==> src/rtl/core/bbsa_pkg.sv <==
// Shared constants, codes and types of the bump and bitmap slot allocator.
// No dependencies; every other file of the block but the macros header imports this package.
package bbsa_pkg;

    localparam int POOL_SLOTS    = 1024;
    localparam int MAP_WORD_BITS = 64;
    localparam int MAP_WORDS     = (POOL_SLOTS + MAP_WORD_BITS - 1) / MAP_WORD_BITS;

    localparam int WORD_IDX_W = (MAP_WORDS > 1) ? $clog2(MAP_WORDS) : 1;
    localparam int BIT_IDX_W  = (MAP_WORD_BITS > 1) ? $clog2(MAP_WORD_BITS) : 1;
    localparam int SLOT_W     = WORD_IDX_W + BIT_IDX_W;
    localparam int CNT_W      = $clog2(POOL_SLOTS + 1);

    localparam int POOL_SIZE_W  = 11;
    localparam int SLOT_INDEX_W = 10;
    localparam int STATUS_W     = 2;

    localparam logic [POOL_SIZE_W-1:0] POOL_SIZE_RESET = 11'd1024;

    localparam logic [STATUS_W-1:0] STATUS_OK   = 2'd0;
    localparam logic [STATUS_W-1:0] STATUS_FULL = 2'd1;
    localparam logic [STATUS_W-1:0] STATUS_BAD  = 2'd2;

    localparam logic ACT_ALLOC = 1'b0;
    localparam logic ACT_FREE  = 1'b1;

    // One bit update of the used bitmap.
    typedef struct packed {
        logic                  en;
        logic                  set;
        logic [WORD_IDX_W-1:0] word;
        logic [BIT_IDX_W-1:0]  bit_idx;
    } bbsa_wr_t;

endpackage

==> src/rtl/core/bump_and_bitmap_slot_allocator.sv <==
// Slot allocator: a bump pointer hands out never-used slots first; once it reaches the pool
// size, an allocate walks the used bitmap one 64-bit word per cycle and grants the lowest
// clear slot below the pool size. A free or a bump allocate needs no scan; an allocate
// after exhaustion scans up to 16 words with the single word scanner before its result.
// in_ready is high only while no item is in flight or waiting at the output.
// Depends on bbsa_pkg, bbsa_bitmap and bbsa_scan.
module bump_and_bitmap_slot_allocator (
    input  logic                                 clk,
    input  logic                                 rst_n,
    input  logic                                 cfg_write_en,
    input  logic [bbsa_pkg::POOL_SIZE_W-1:0]     cfg_write_data,
    input  logic                                 in_valid,
    output logic                                 in_ready,
    input  logic                                 action,
    input  logic [bbsa_pkg::SLOT_INDEX_W-1:0]    slot_index,
    output logic                                 out_valid,
    input  logic                                 out_ready,
    output logic [bbsa_pkg::STATUS_W-1:0]        status,
    output logic [bbsa_pkg::SLOT_INDEX_W-1:0]    slot_out
);
    import bbsa_pkg::*;

    typedef enum logic [2:0] {
        ST_IDLE = 3'b001,
        ST_SCAN = 3'b010,
        ST_DONE = 3'b100
    } state_t;

    state_t                   state_reg,     state_next;
    logic [POOL_SIZE_W-1:0]   pool_size_reg;
    logic [CNT_W-1:0]         fresh_top_reg, fresh_top_next;
    logic [WORD_IDX_W-1:0]    word_reg,      word_next;
    logic [STATUS_W-1:0]      status_reg,    status_next;
    logic [SLOT_W-1:0]        slot_reg,      slot_next;

    logic [CNT_W-1:0]         limit;
    logic [WORD_IDX_W-1:0]    last_word;
    logic                     in_xfer;
    logic                     fresh_ok;
    logic                     free_ok;
    logic [SLOT_W-1:0]        fresh_slot;
    logic [SLOT_W-1:0]        free_slot;
    logic [SLOT_W-1:0]        scan_slot;
    logic                     hit_ok;
    logic [MAP_WORD_BITS-1:0] map_word;
    logic                     found;
    logic [BIT_IDX_W-1:0]     hit_bit;
    bbsa_wr_t                 wr;

    bbsa_bitmap u_bitmap (
        .clk     (clk),
        .rst_n   (rst_n),
        .wr      (wr),
        .rd_word (word_reg),
        .rd_data (map_word)
    );

    bbsa_scan u_scan (
        .word    (map_word),
        .found   (found),
        .bit_idx (hit_bit)
    );

    // A pool size above the bitmap capacity saturates.
    assign limit = (32'(pool_size_reg) > 32'(POOL_SLOTS)) ? CNT_W'(POOL_SLOTS)
                                                          : CNT_W'(pool_size_reg);
    assign last_word  = WORD_IDX_W'((32'(limit) - 32'd1) >> BIT_IDX_W);
    assign in_xfer    = in_valid && in_ready;
    assign fresh_ok   = 32'(fresh_top_reg) < 32'(limit);
    assign free_ok    = 32'(slot_index) < 32'(limit);
    assign fresh_slot = SLOT_W'(fresh_top_reg);
    assign free_slot  = SLOT_W'(slot_index);
    assign scan_slot  = {word_reg, hit_bit};
    assign hit_ok     = found && (32'(scan_slot) < 32'(limit));

    always_comb
    begin
        state_next     = state_reg;
        fresh_top_next = fresh_top_reg;
        word_next      = word_reg;
        status_next    = status_reg;
        slot_next      = slot_reg;
        wr             = '0;

        unique case (state_reg)
            ST_IDLE:
            begin
                if (in_xfer)
                begin
                    state_next  = ST_DONE;
                    status_next = STATUS_OK;
                    slot_next   = '0;
                    if (action == ACT_ALLOC)
                    begin
                        if (fresh_ok)
                        begin
                            slot_next      = fresh_slot;
                            fresh_top_next = fresh_top_reg + 1'b1;
                            wr.en          = 1'b1;
                            wr.set         = 1'b1;
                            wr.word        = fresh_slot[SLOT_W-1:BIT_IDX_W];
                            wr.bit_idx     = fresh_slot[BIT_IDX_W-1:0];
                        end
                        else if (limit == '0)
                        begin
                            status_next = STATUS_FULL;
                        end
                        else
                        begin
                            word_next  = '0;
                            state_next = ST_SCAN;
                        end
                    end
                    else if (free_ok)
                    begin
                        wr.en      = 1'b1;
                        wr.set     = 1'b0;
                        wr.word    = free_slot[SLOT_W-1:BIT_IDX_W];
                        wr.bit_idx = free_slot[BIT_IDX_W-1:0];
                    end
                    else
                    begin
                        status_next = STATUS_BAD;
                    end
                end
            end

            ST_SCAN:
            begin
                if (hit_ok)
                begin
                    slot_next   = scan_slot;
                    wr.en       = 1'b1;
                    wr.set      = 1'b1;
                    wr.word     = word_reg;
                    wr.bit_idx  = hit_bit;
                    state_next  = ST_DONE;
                end
                // A clear bit at or above the pool size means nothing lower is free.
                else if (found || (word_reg == last_word))
                begin
                    status_next = STATUS_FULL;
                    state_next  = ST_DONE;
                end
                else
                begin
                    word_next = word_reg + 1'b1;
                end
            end

            ST_DONE:
            begin
                if (out_ready)
                begin
                    state_next = ST_IDLE;
                end
            end

            default:
            begin
                state_next = ST_IDLE;
            end
        endcase
    end

    always_ff @(posedge clk or negedge rst_n)
    begin
        if (!rst_n)
        begin
            state_reg     <= ST_IDLE;
            pool_size_reg <= POOL_SIZE_RESET;
            fresh_top_reg <= '0;
            word_reg      <= '0;
        end
        else
        begin
            state_reg     <= state_next;
            fresh_top_reg <= fresh_top_next;
            word_reg      <= word_next;
            if (cfg_write_en)
            begin
                pool_size_reg <= cfg_write_data;
            end
        end
    end

    always_ff @(posedge clk)
    begin
        status_reg <= status_next;
        slot_reg   <= slot_next;
    end

    assign in_ready  = (state_reg == ST_IDLE);
    assign out_valid = (state_reg == ST_DONE);
    assign status    = status_reg;
    assign slot_out  = SLOT_INDEX_W'(slot_reg);

endmodule

==> src/rtl/core/bbsa_scan.sv <==
// Finder of the lowest clear bit in one bitmap word.
// Depends on bbsa_pkg for the word and bit index widths.
module bbsa_scan (
    input  logic [bbsa_pkg::MAP_WORD_BITS-1:0] word,
    output logic                               found,
    output logic [bbsa_pkg::BIT_IDX_W-1:0]     bit_idx
);
    import bbsa_pkg::*;

    logic [MAP_WORD_BITS-1:0] lowest;

    // Adding one to the word ripples through its low run of ones and lands on
    // the lowest clear bit, so this leaves exactly that bit set.
    always_comb
    begin
        lowest  = ~word & (word + 1'b1);
        found   = |(~word);
        bit_idx = '0;
        for (int i = 0; i < MAP_WORD_BITS; i++)
        begin
            if (lowest[i])
            begin
                bit_idx = bit_idx | BIT_IDX_W'(i);
            end
        end
    end

endmodule

==> src/rtl/core/bbsa_bitmap.sv <==
// Used bitmap of the slot pool, one flip-flop per slot, cleared by reset.
// Depends on bbsa_pkg for its geometry and the update struct.
module bbsa_bitmap (
    input  logic                               clk,
    input  logic                               rst_n,
    input  bbsa_pkg::bbsa_wr_t                 wr,
    input  logic [bbsa_pkg::WORD_IDX_W-1:0]    rd_word,
    output logic [bbsa_pkg::MAP_WORD_BITS-1:0] rd_data
);
    import bbsa_pkg::*;

    logic [MAP_WORD_BITS-1:0] map_reg [MAP_WORDS];

    always_ff @(posedge clk or negedge rst_n)
    begin
        if (!rst_n)
        begin
            for (int i = 0; i < MAP_WORDS; i++)
            begin
                map_reg[i] <= '0;
            end
        end
        else if (wr.en)
        begin
            for (int i = 0; i < MAP_WORDS; i++)
            begin
                if (wr.word == WORD_IDX_W'(i))
                begin
                    map_reg[i][wr.bit_idx] <= wr.set;
                end
            end
        end
    end

    assign rd_data = map_reg[rd_word];

endmodule

==> config.mk <==
export PLATFORM = sky130hd
export DESIGN_NAME = bump_and_bitmap_slot_allocator
export DESIGN_NICKNAME = d
export VERILOG_FILES = /design/src/rtl/core/bbsa_pkg.sv /design/src/rtl/core/bump_and_bitmap_slot_allocator.sv /design/src/rtl/core/bbsa_scan.sv /design/src/rtl/core/bbsa_bitmap.sv
export SDC_FILE = /design/constraint.sdc
export NUM_CORES = 2
export LEC_CHECK = 0
export ABC_CLOCK_PERIOD_IN_PS = 10200
export BUFFER_PORTS_ARGS = -buffer_cell sky130_fd_sc_hd__buf_4
export CAP_MARGIN = 5
export CELL_PAD_IN_SITES_DETAIL_PLACEMENT = 1
export CELL_PAD_IN_SITES_GLOBAL_PLACEMENT = 1
export CORE_ASPECT_RATIO = 2
export CORE_MARGIN = 2
export CORE_UTILIZATION = 58
export DETAILED_ROUTE_END_ITERATION = 6
export HOLD_SLACK_MARGIN = 0.15
export PLACE_DENSITY_LB_ADDON = 0.1
export SETUP_SLACK_MARGIN = 0.05
export SLEW_MARGIN = 20
export SYNTH_ARGS = -nofsm -noshare
export SYNTH_HDL_FRONTEND = slang
export SYNTH_SLANG_ARGS = --single-unit
==> constraint.sdc <==
create_clock -name clk -period 10.2 [get_ports clk]
set_input_delay 1.53 -clock clk [delete_from_list [all_inputs] [get_ports clk]]
set_output_delay 1.53 -clock clk [all_outputs]
set_load 0.01 [all_outputs]
---- Word level (Yosys, flattened, before mapping) ----
Cells that the tools add are included.
cells by class
  add/subtract/negate cells ............... 4
  $lt $le $gt $ge ......................... 7
  equality and inequality tests ........... 46
  muxes and demuxes ....................... 220
  bitwise gates (word level) .............. 3
  reductions and logical operators ........ 29
operator list
  kind                                                                   count
  64-bit 2-to-1 mux                                                      34
  64-bit bitwise mux                                                     16
  64-bit binary-select mux with 4-bit select                             1
  6-bit 2-to-1 mux                                                       32
  12-bit 2-to-1 mux                                                      15
  10-bit 2-to-1 mux                                                      11
  11-bit 2-to-1 mux                                                      10
  4-bit 2-to-1 mux                                                       27
  5-bit 2-to-1 mux                                                       16
  3-bit 2-to-1 mux                                                       25
  64-bit by 1-bit adder with 64-bit output, second input constant        1
  64-bit AND                                                             1
  64-bit inverter                                                        1
  64-bit OR reduction                                                    1
  2-bit 2-to-1 mux                                                       24
  2-bit inequality test, second input constant                           23
  4-bit equality test, second input constant                             8
  2-bit AND reduction                                                    16
  12-bit one-hot mux with 2 select lines                                 1
  10-bit by 11-bit < comparator with 1-bit output                        2
  10-bit one-hot mux with 2 select lines                                 1
  4-bit by 3-bit equality test with 1-bit output, second input constant  4
  11-bit by 1-bit adder with 11-bit output, second input constant        1
  11-bit greater-than comparator, second input constant                  1
  28 further kinds                                                       37
word-level totals
  register bits after elaboration ......... 1065
  bits of input ports ..................... 27

---- Longest topological paths before layout ----
  depth in word-level cells ............... 81
  mapped depth ............................ 35
  mapped depth without buffers ............ 21

---- Hierarchy ----
A second synthesis with hierarchy kept.
second synthesis, totals
  cells, all modules ...................... 4750
  area, all modules ....................... 58568.7 um2
modules (own cells, without submodules)
  module                          times used  cells each  area each (um2)  seq. area each (um2)
  bbsa_bitmap                     1           4233        54288.3          25624.6
  bump_and_bitmap_slot_allocator  1           286         2874.0           1088.5
  bbsa_scan                       1           231         1406.3           0.0

---- Least setup slack after synthesis ----
OpenSTA, ideal clock, no wires.
  kind .................................... reg-to-reg
  start point ............................. register word_reg[0]
  end point ............................... register u_bitmap.map_reg[723] in the netlist's numbering
  setup time .............................. 125 ps
  arrival ................................. 6659 ps
  required time ........................... 10075 ps
  slack ................................... 3416 ps
  cell stages (with the launch flop) ...... 30
  buffers on the path ..................... 11
  period minus slack after synthesis ...... 6784 ps
  path through ............................ dfrtp_1 -> buf_6 -> buf_12 -> buf_12 -> buf_12 -> buf_12 -> buf_12 -> buf_12 -> buf_8 -> buf_8 -> mux4_2 -> a22oi_1 -> nand2_1 -> or3b_1 -> and2_1 -> or2_2 -> a211o_1 -> o2111a_1 -> nand4_1 -> ha_1 -> a211o_1 -> nor4_1 -> a21o_1 -> a21oi_4 -> a21oi_2 -> o211ai_1 -> buf_2 -> buf_2 -> nor4_1 -> mux2_2
on the way
  longest elaborated chain between the ends .. 81
ends and longest elaborated chain
  item                                                                                                                                          line                                   RTL
  start: declaration                                                                                                                            bump_and_bitmap_slot_allocator.sv:32   logic [WORD_IDX_W-1:0] word_reg, word_next;
  start signal: assignment                                                                                                                      bump_and_bitmap_slot_allocator.sv:179  word_reg <= word_next;
  4-bit inverter with 5-bit output (not written as such)                                                                                        bbsa_bitmap.sv:35                      assign rd_data = map_reg[rd_word];
  64-bit binary-select mux with 4-bit select                                                                                                    bbsa_bitmap.sv:35
  64-bit 2-to-1 mux (not written as such) (2 in a row)                                                                                          bbsa_bitmap.sv:35
  64-bit by 1-bit adder with 64-bit output / 64-bit inverter (equally long branches)                                                            bbsa_scan.sv:16, bbsa_scan.sv:17
  64-bit AND                                                                                                                                    bbsa_scan.sv:16                        lowest = ~word & (word + 1'b1);
  1-bit 2-to-1 mux                                                                                                                              bbsa_scan.sv:21                        if (lowest[i])
  2-bit 2-to-1 mux (2 in a row)                                                                                                                 bbsa_scan.sv:21
  3-bit 2-to-1 mux (4 in a row)                                                                                                                 bbsa_scan.sv:21
  [... 60 more ...]                                                                                                                             -
  12-bit one-hot mux with 2 select lines (*)                                                                                                    bump_and_bitmap_slot_allocator.sv:85   unique case (state_reg)
  6-bit by 7-bit < comparator with 1-bit output (not written as such) / 6-bit by 1-bit >= comparator with 1-bit output (equally long branches)  bbsa_bitmap.sv:29                      map_reg[i][wr.bit_idx] <= wr.set;
  1-bit logical AND (not written as such)                                                                                                       bbsa_bitmap.sv:29
  1-bit 2-to-1 mux (not written as such)                                                                                                        bbsa_bitmap.sv:29
  1-bit demux with 6-bit select                                                                                                                 -
  64-bit bitwise mux                                                                                                                            bbsa_bitmap.sv:29
  64-bit 2-to-1 mux                                                                                                                             bbsa_bitmap.sv:27                      if (wr.word == WORD_IDX_W'(i))
  64-bit 2-to-1 mux                                                                                                                             bbsa_bitmap.sv:23                      else if (wr.en)
  end signal: indexed assignment                                                                                                                bbsa_bitmap.sv:29
  end: declaration                                                                                                                              bbsa_bitmap.sv:12                      logic [MAP_WORD_BITS-1:0] map_reg [MAP_WORDS];
Every way passes the cells marked *; elsewhere a longest branch is shown, timed or not. The select of a mux whose other input is x is not followed.
A chain may end at the register's enable or synchronous reset.

---- Final worst setup path ----
  start point ............................. register word_reg[2]
  end point ............................... register u_bitmap.map_reg[84] in the netlist's numbering
Same word-level chain as after synthesis.

==> flow_summary.yaml <==
routing:
  drt_iter0_drc: 3927
  routed_wirelength_mm: 203
  drc: 0
  via_per_inst: 7.56
  vias: 45787
  drt-pass1-iter-count: 5
  ant_nets: 0
  wl_per_cell_um: 33.5
worst_setup_path:
  cpMaxStageDelayCell: "nor2b_4"
  cp.required_ns: 10.81
  critical_path_arrival_ns: 10.28
  path_delay_family: "simple AND/OR/NAND/NOR gates"
  crit_type: "flip-flop to flip-flop"
  startpoint_type: "flip-flop"
  crit_path_end_kind: "flip-flop"
  slowest_delay_ns: 0.95
  crit_chain: "nor2b_4 > buf_4 > a22o_1 > nor2_1 > nand4b_1 > or3b_2 > nor4_1 > and3_1 > a21oi_1 > o2111a_1 > nand4_1 > ha_1 > a211o_1 > nor4_1 > a21oi_2 > a21oi_1 > buf_4 > o21ai_4 > a221o_4 > buf_4 > nor4_1 > mux2_2"
  worst-path-buf-inv: 3
  cp_max_fo: 41
synth:
  syn_nets: 5021
  synth_cells: 4965
  avgSynthCellArea_sq_um: 12.2
  yosysWarnings: 0
  synth_top_area_share: 0.433
  synth_edf_count: 12
  synth_flop_cell: "dfrtp_1"
  async_flop_share: 0.989
  synth-seq-cells: 1065
  synth_top_area_cell: "dfrtp_1"
  synth_cell_type_count: 108
  yosysSeqAreaShare: 0.440
  synth.top_cells.by_area: "dfrtp_1, mux2_2, mux4_2, mux2_1, nand4_1"
  mappedNetlistArea_sq_mm: 0.0608
flow_run:
  cap_violations: 0
global_route:
  grt_pass1_vias: 49273
  grtUsageMet3: 0.0574
  use_met1: 0.495
  grt_max_degree: 204
  grt.total_usage: 0.381
  gr-usage-met2: 0.618
  gr-max-usage-layer: "met2"
  antenna_found_initial: 3
  grt_pass1_wl_mm: 314
  gr-total-overflow: 0
placed_design:
  hpwl_mm: 121
  gp_congestion: 1.01
  place_inst: 5877
  port_buffers: 40
  placed_cell_area_sq_mm: 0.0618
cts:
  cts_tree: "built"
  htree_levels: 3
  ctsResizeCount: 0
  cts_num_sinks: 1065
  cts_buffer_depth: 3
  root_buffer: "clkbuf_16"
  clk_latency_ns: 0.73
  cts_setup_buffers: 0
  numCtsBuffers: 99
  cts.reportedPaths.clkPinSlew_ns: 0.07
  cts_hold_buf: 0
timing:
  rsz0062_at_grt: "no"
  hold_viol: 0
  worstMarginPinSlew_ns: 1.13
  fmax_mhz: 103
  fin_crit_ns: 9.67
  slew_viol_final: 0
  setup_viol: 0
  skew_ns: 0.0320
  fin_crit_sh: 0.948
  tns_ns: 0
  relSlewSlack: 0.245
pwr:
  p_leak_nw: 27.6
  irDropWorstVdd_mv: 0.174
  p_per_area_mw_per_mm2: 164
die:
  fp.coreArea_sq_mm: 0.104
  ios: 41
  start_util: 0.583
  design.die.area_sq_mm: 0.108
  die_h_um: 462
  die_w_um: 233
  row_count: 168
final_layout:
  area_growth_pct: 7.23
  nets: 4674
  num-fill-cells: 9936
  largest_reg_flops: 1024
  drive_gt1_frac: 0.303
  postLayoutCellArea_sq_mm: 0.0652
  instances_no_fill: 6056
worst_hold_path:
  holdCritPathClass: "flip-flop to flip-flop"
outcome:
  status: "completed"
## cells in the mapped netlist (7+ instances only)
cell type / instances
nand3_1: 34
nor3b_1: 12
xnor2_1: 9
nor2b_1: 10
nand2_1: 153
o22ai_1: 7
and2_1: 19
buf_2: 250
nor3_1: 23
mux4_2: 244
dfrtp_1: 1051
a22oi_1: 64
a22o_1: 34
or2_2: 8
buf_6: 41
mux2_2: 506
and4_1: 14
nor2_1: 75
buf_12: 9
clkbuf_1: 305
a21oi_1: 30
inv_1: 17
mux2i_1: 34
nand4_1: 489
a41oi_1: 128
nor4_1: 283
buf_1: 39
nor2_2: 11
ha_1: 29
buf_8: 8
o21ai_0: 40
a221oi_1: 13
mux2_1: 409
a21o_1: 13
o211ai_1: 10
nand2b_1: 11
and3_1: 16
edfxtp_1: 12
nor4_2: 178
buf_4: 31
a31oi_1: 133
## layout by cell type (no fill, tap or decap), types with 10 or more instances in the layout
cell / n
dfrtp_1: 1048
mux2_2: 506
nand4_1: 489
mux2_1: 409
nor4_1: 280
mux4_2: 244
nor4_2: 180
buf_4: 170
nand2_1: 153
a31oi_1: 133
a41oi_1: 128
clkbuf_16: 100
nor2_1: 73
a22oi_1: 64
buf_12: 64
o21ai_0: 40
mux2i_1: 34
a22o_1: 33
nand3_1: 32
a21oi_1: 29
ha_1: 29
nor3_1: 21
clkbuf_1: 19
and2_1: 18
clkbuf_8: 18
inv_1: 17
clkinv_2: 17
and3_1: 14
and4_1: 13
a221oi_1: 13
a21o_1: 12
edfxtp_1: 12
nor3b_1: 11
nand2b_1: 11
nor2_2: 11
o211ai_1: 10
bufinv_16: 10
## through the flow
step / setup WS (ns) / power (mW) / hold WS (ns) / util
2_1_floorplan: 3.42 / 5.95 / 0.449 / -
3_3_place_gp: 0.835 / 6.76 / 0.462 / 0.593
3_5_place_dp: 0.686 / 6.80 / 0.472 / 0.593
4_1_cts: 0.678 / 10.7 / 0.489 / 0.625
5_1_grt: 0.195 / 11.0 / 0.499 / 0.625
6_report: 0.531 / 10.7 / 0.483 / 0.625
## area by class of cell
| type | count | area [sq um] | share of cell area |
|---|---|---|---|
| clock buffers | 137 | 2820 | 0.0433 |
| inverters | 18 | 67.6 | 0.00104 |
| diodes | 2 | 5.00 | 0.0000768 |
| repair buffers | 235 | 2570 | 0.0395 |
| well taps | 1360 | 1700 | 0.0261 |
| multi-input cells | 3199 | 30800 | 0.472 |
| flip-flops and latches | 1065 | 26700 | 0.410 |
| clock inverters | 40 | 523 | 0.00803 |
## power breakdown
group / switching [mW] / total (mW) / internal (mW) / leakage (nW)
combinational: 1.75 / 2.37 / 0.619 / 11.2
sequential: 0.103 / 4.39 / 4.29 / 14.8
clock: 1.75 / 3.94 / 2.19 / 1.64
## path summary, 6_finish.rpt
path	slack, ns	startpoint	cells after the start	end
max	0.53	word_reg[2]	22	u_bitmap.map_reg[84]
min	0.48	u_bitmap.map_reg[996]	1	u_bitmap.map_reg[996]
max reg2reg	0.53	word_reg[2]	22	u_bitmap.map_reg[84]
min reg2reg	0.48	u_bitmap.map_reg[996]	1	u_bitmap.map_reg[996]
max in group asynchronous	7.09	rst_n	3	word_reg[1]
min in group asynchronous	0.76	rst_n	1	u_bitmap.map_reg[50]
## logic make-up (layout without fill, tap and decap cells)
logic type                 Yosys count  count (layout)  synth area share
buffers and inverters              701             430            0.0593
adders and majority gates           29              29           0.00597
muxes                             1193            1193             0.266
DFF                               1065            1065             0.440
AOI/OAI and AO/OA                  578             578            0.0735
other                                0               2                 0
and+or+nand+nor                   1385            1385             0.154
xor gates and xnor gates            14              14           0.00202
## routing by layer
metal / vias up / routed length (um)
met5: - / 22
met4: 4 / 11400
met3: 526 / 11100
met2: 1722 / 99600
met1: 24646 / 80500
li1: 18889 / -
Power figures use the tool's default switching activity.
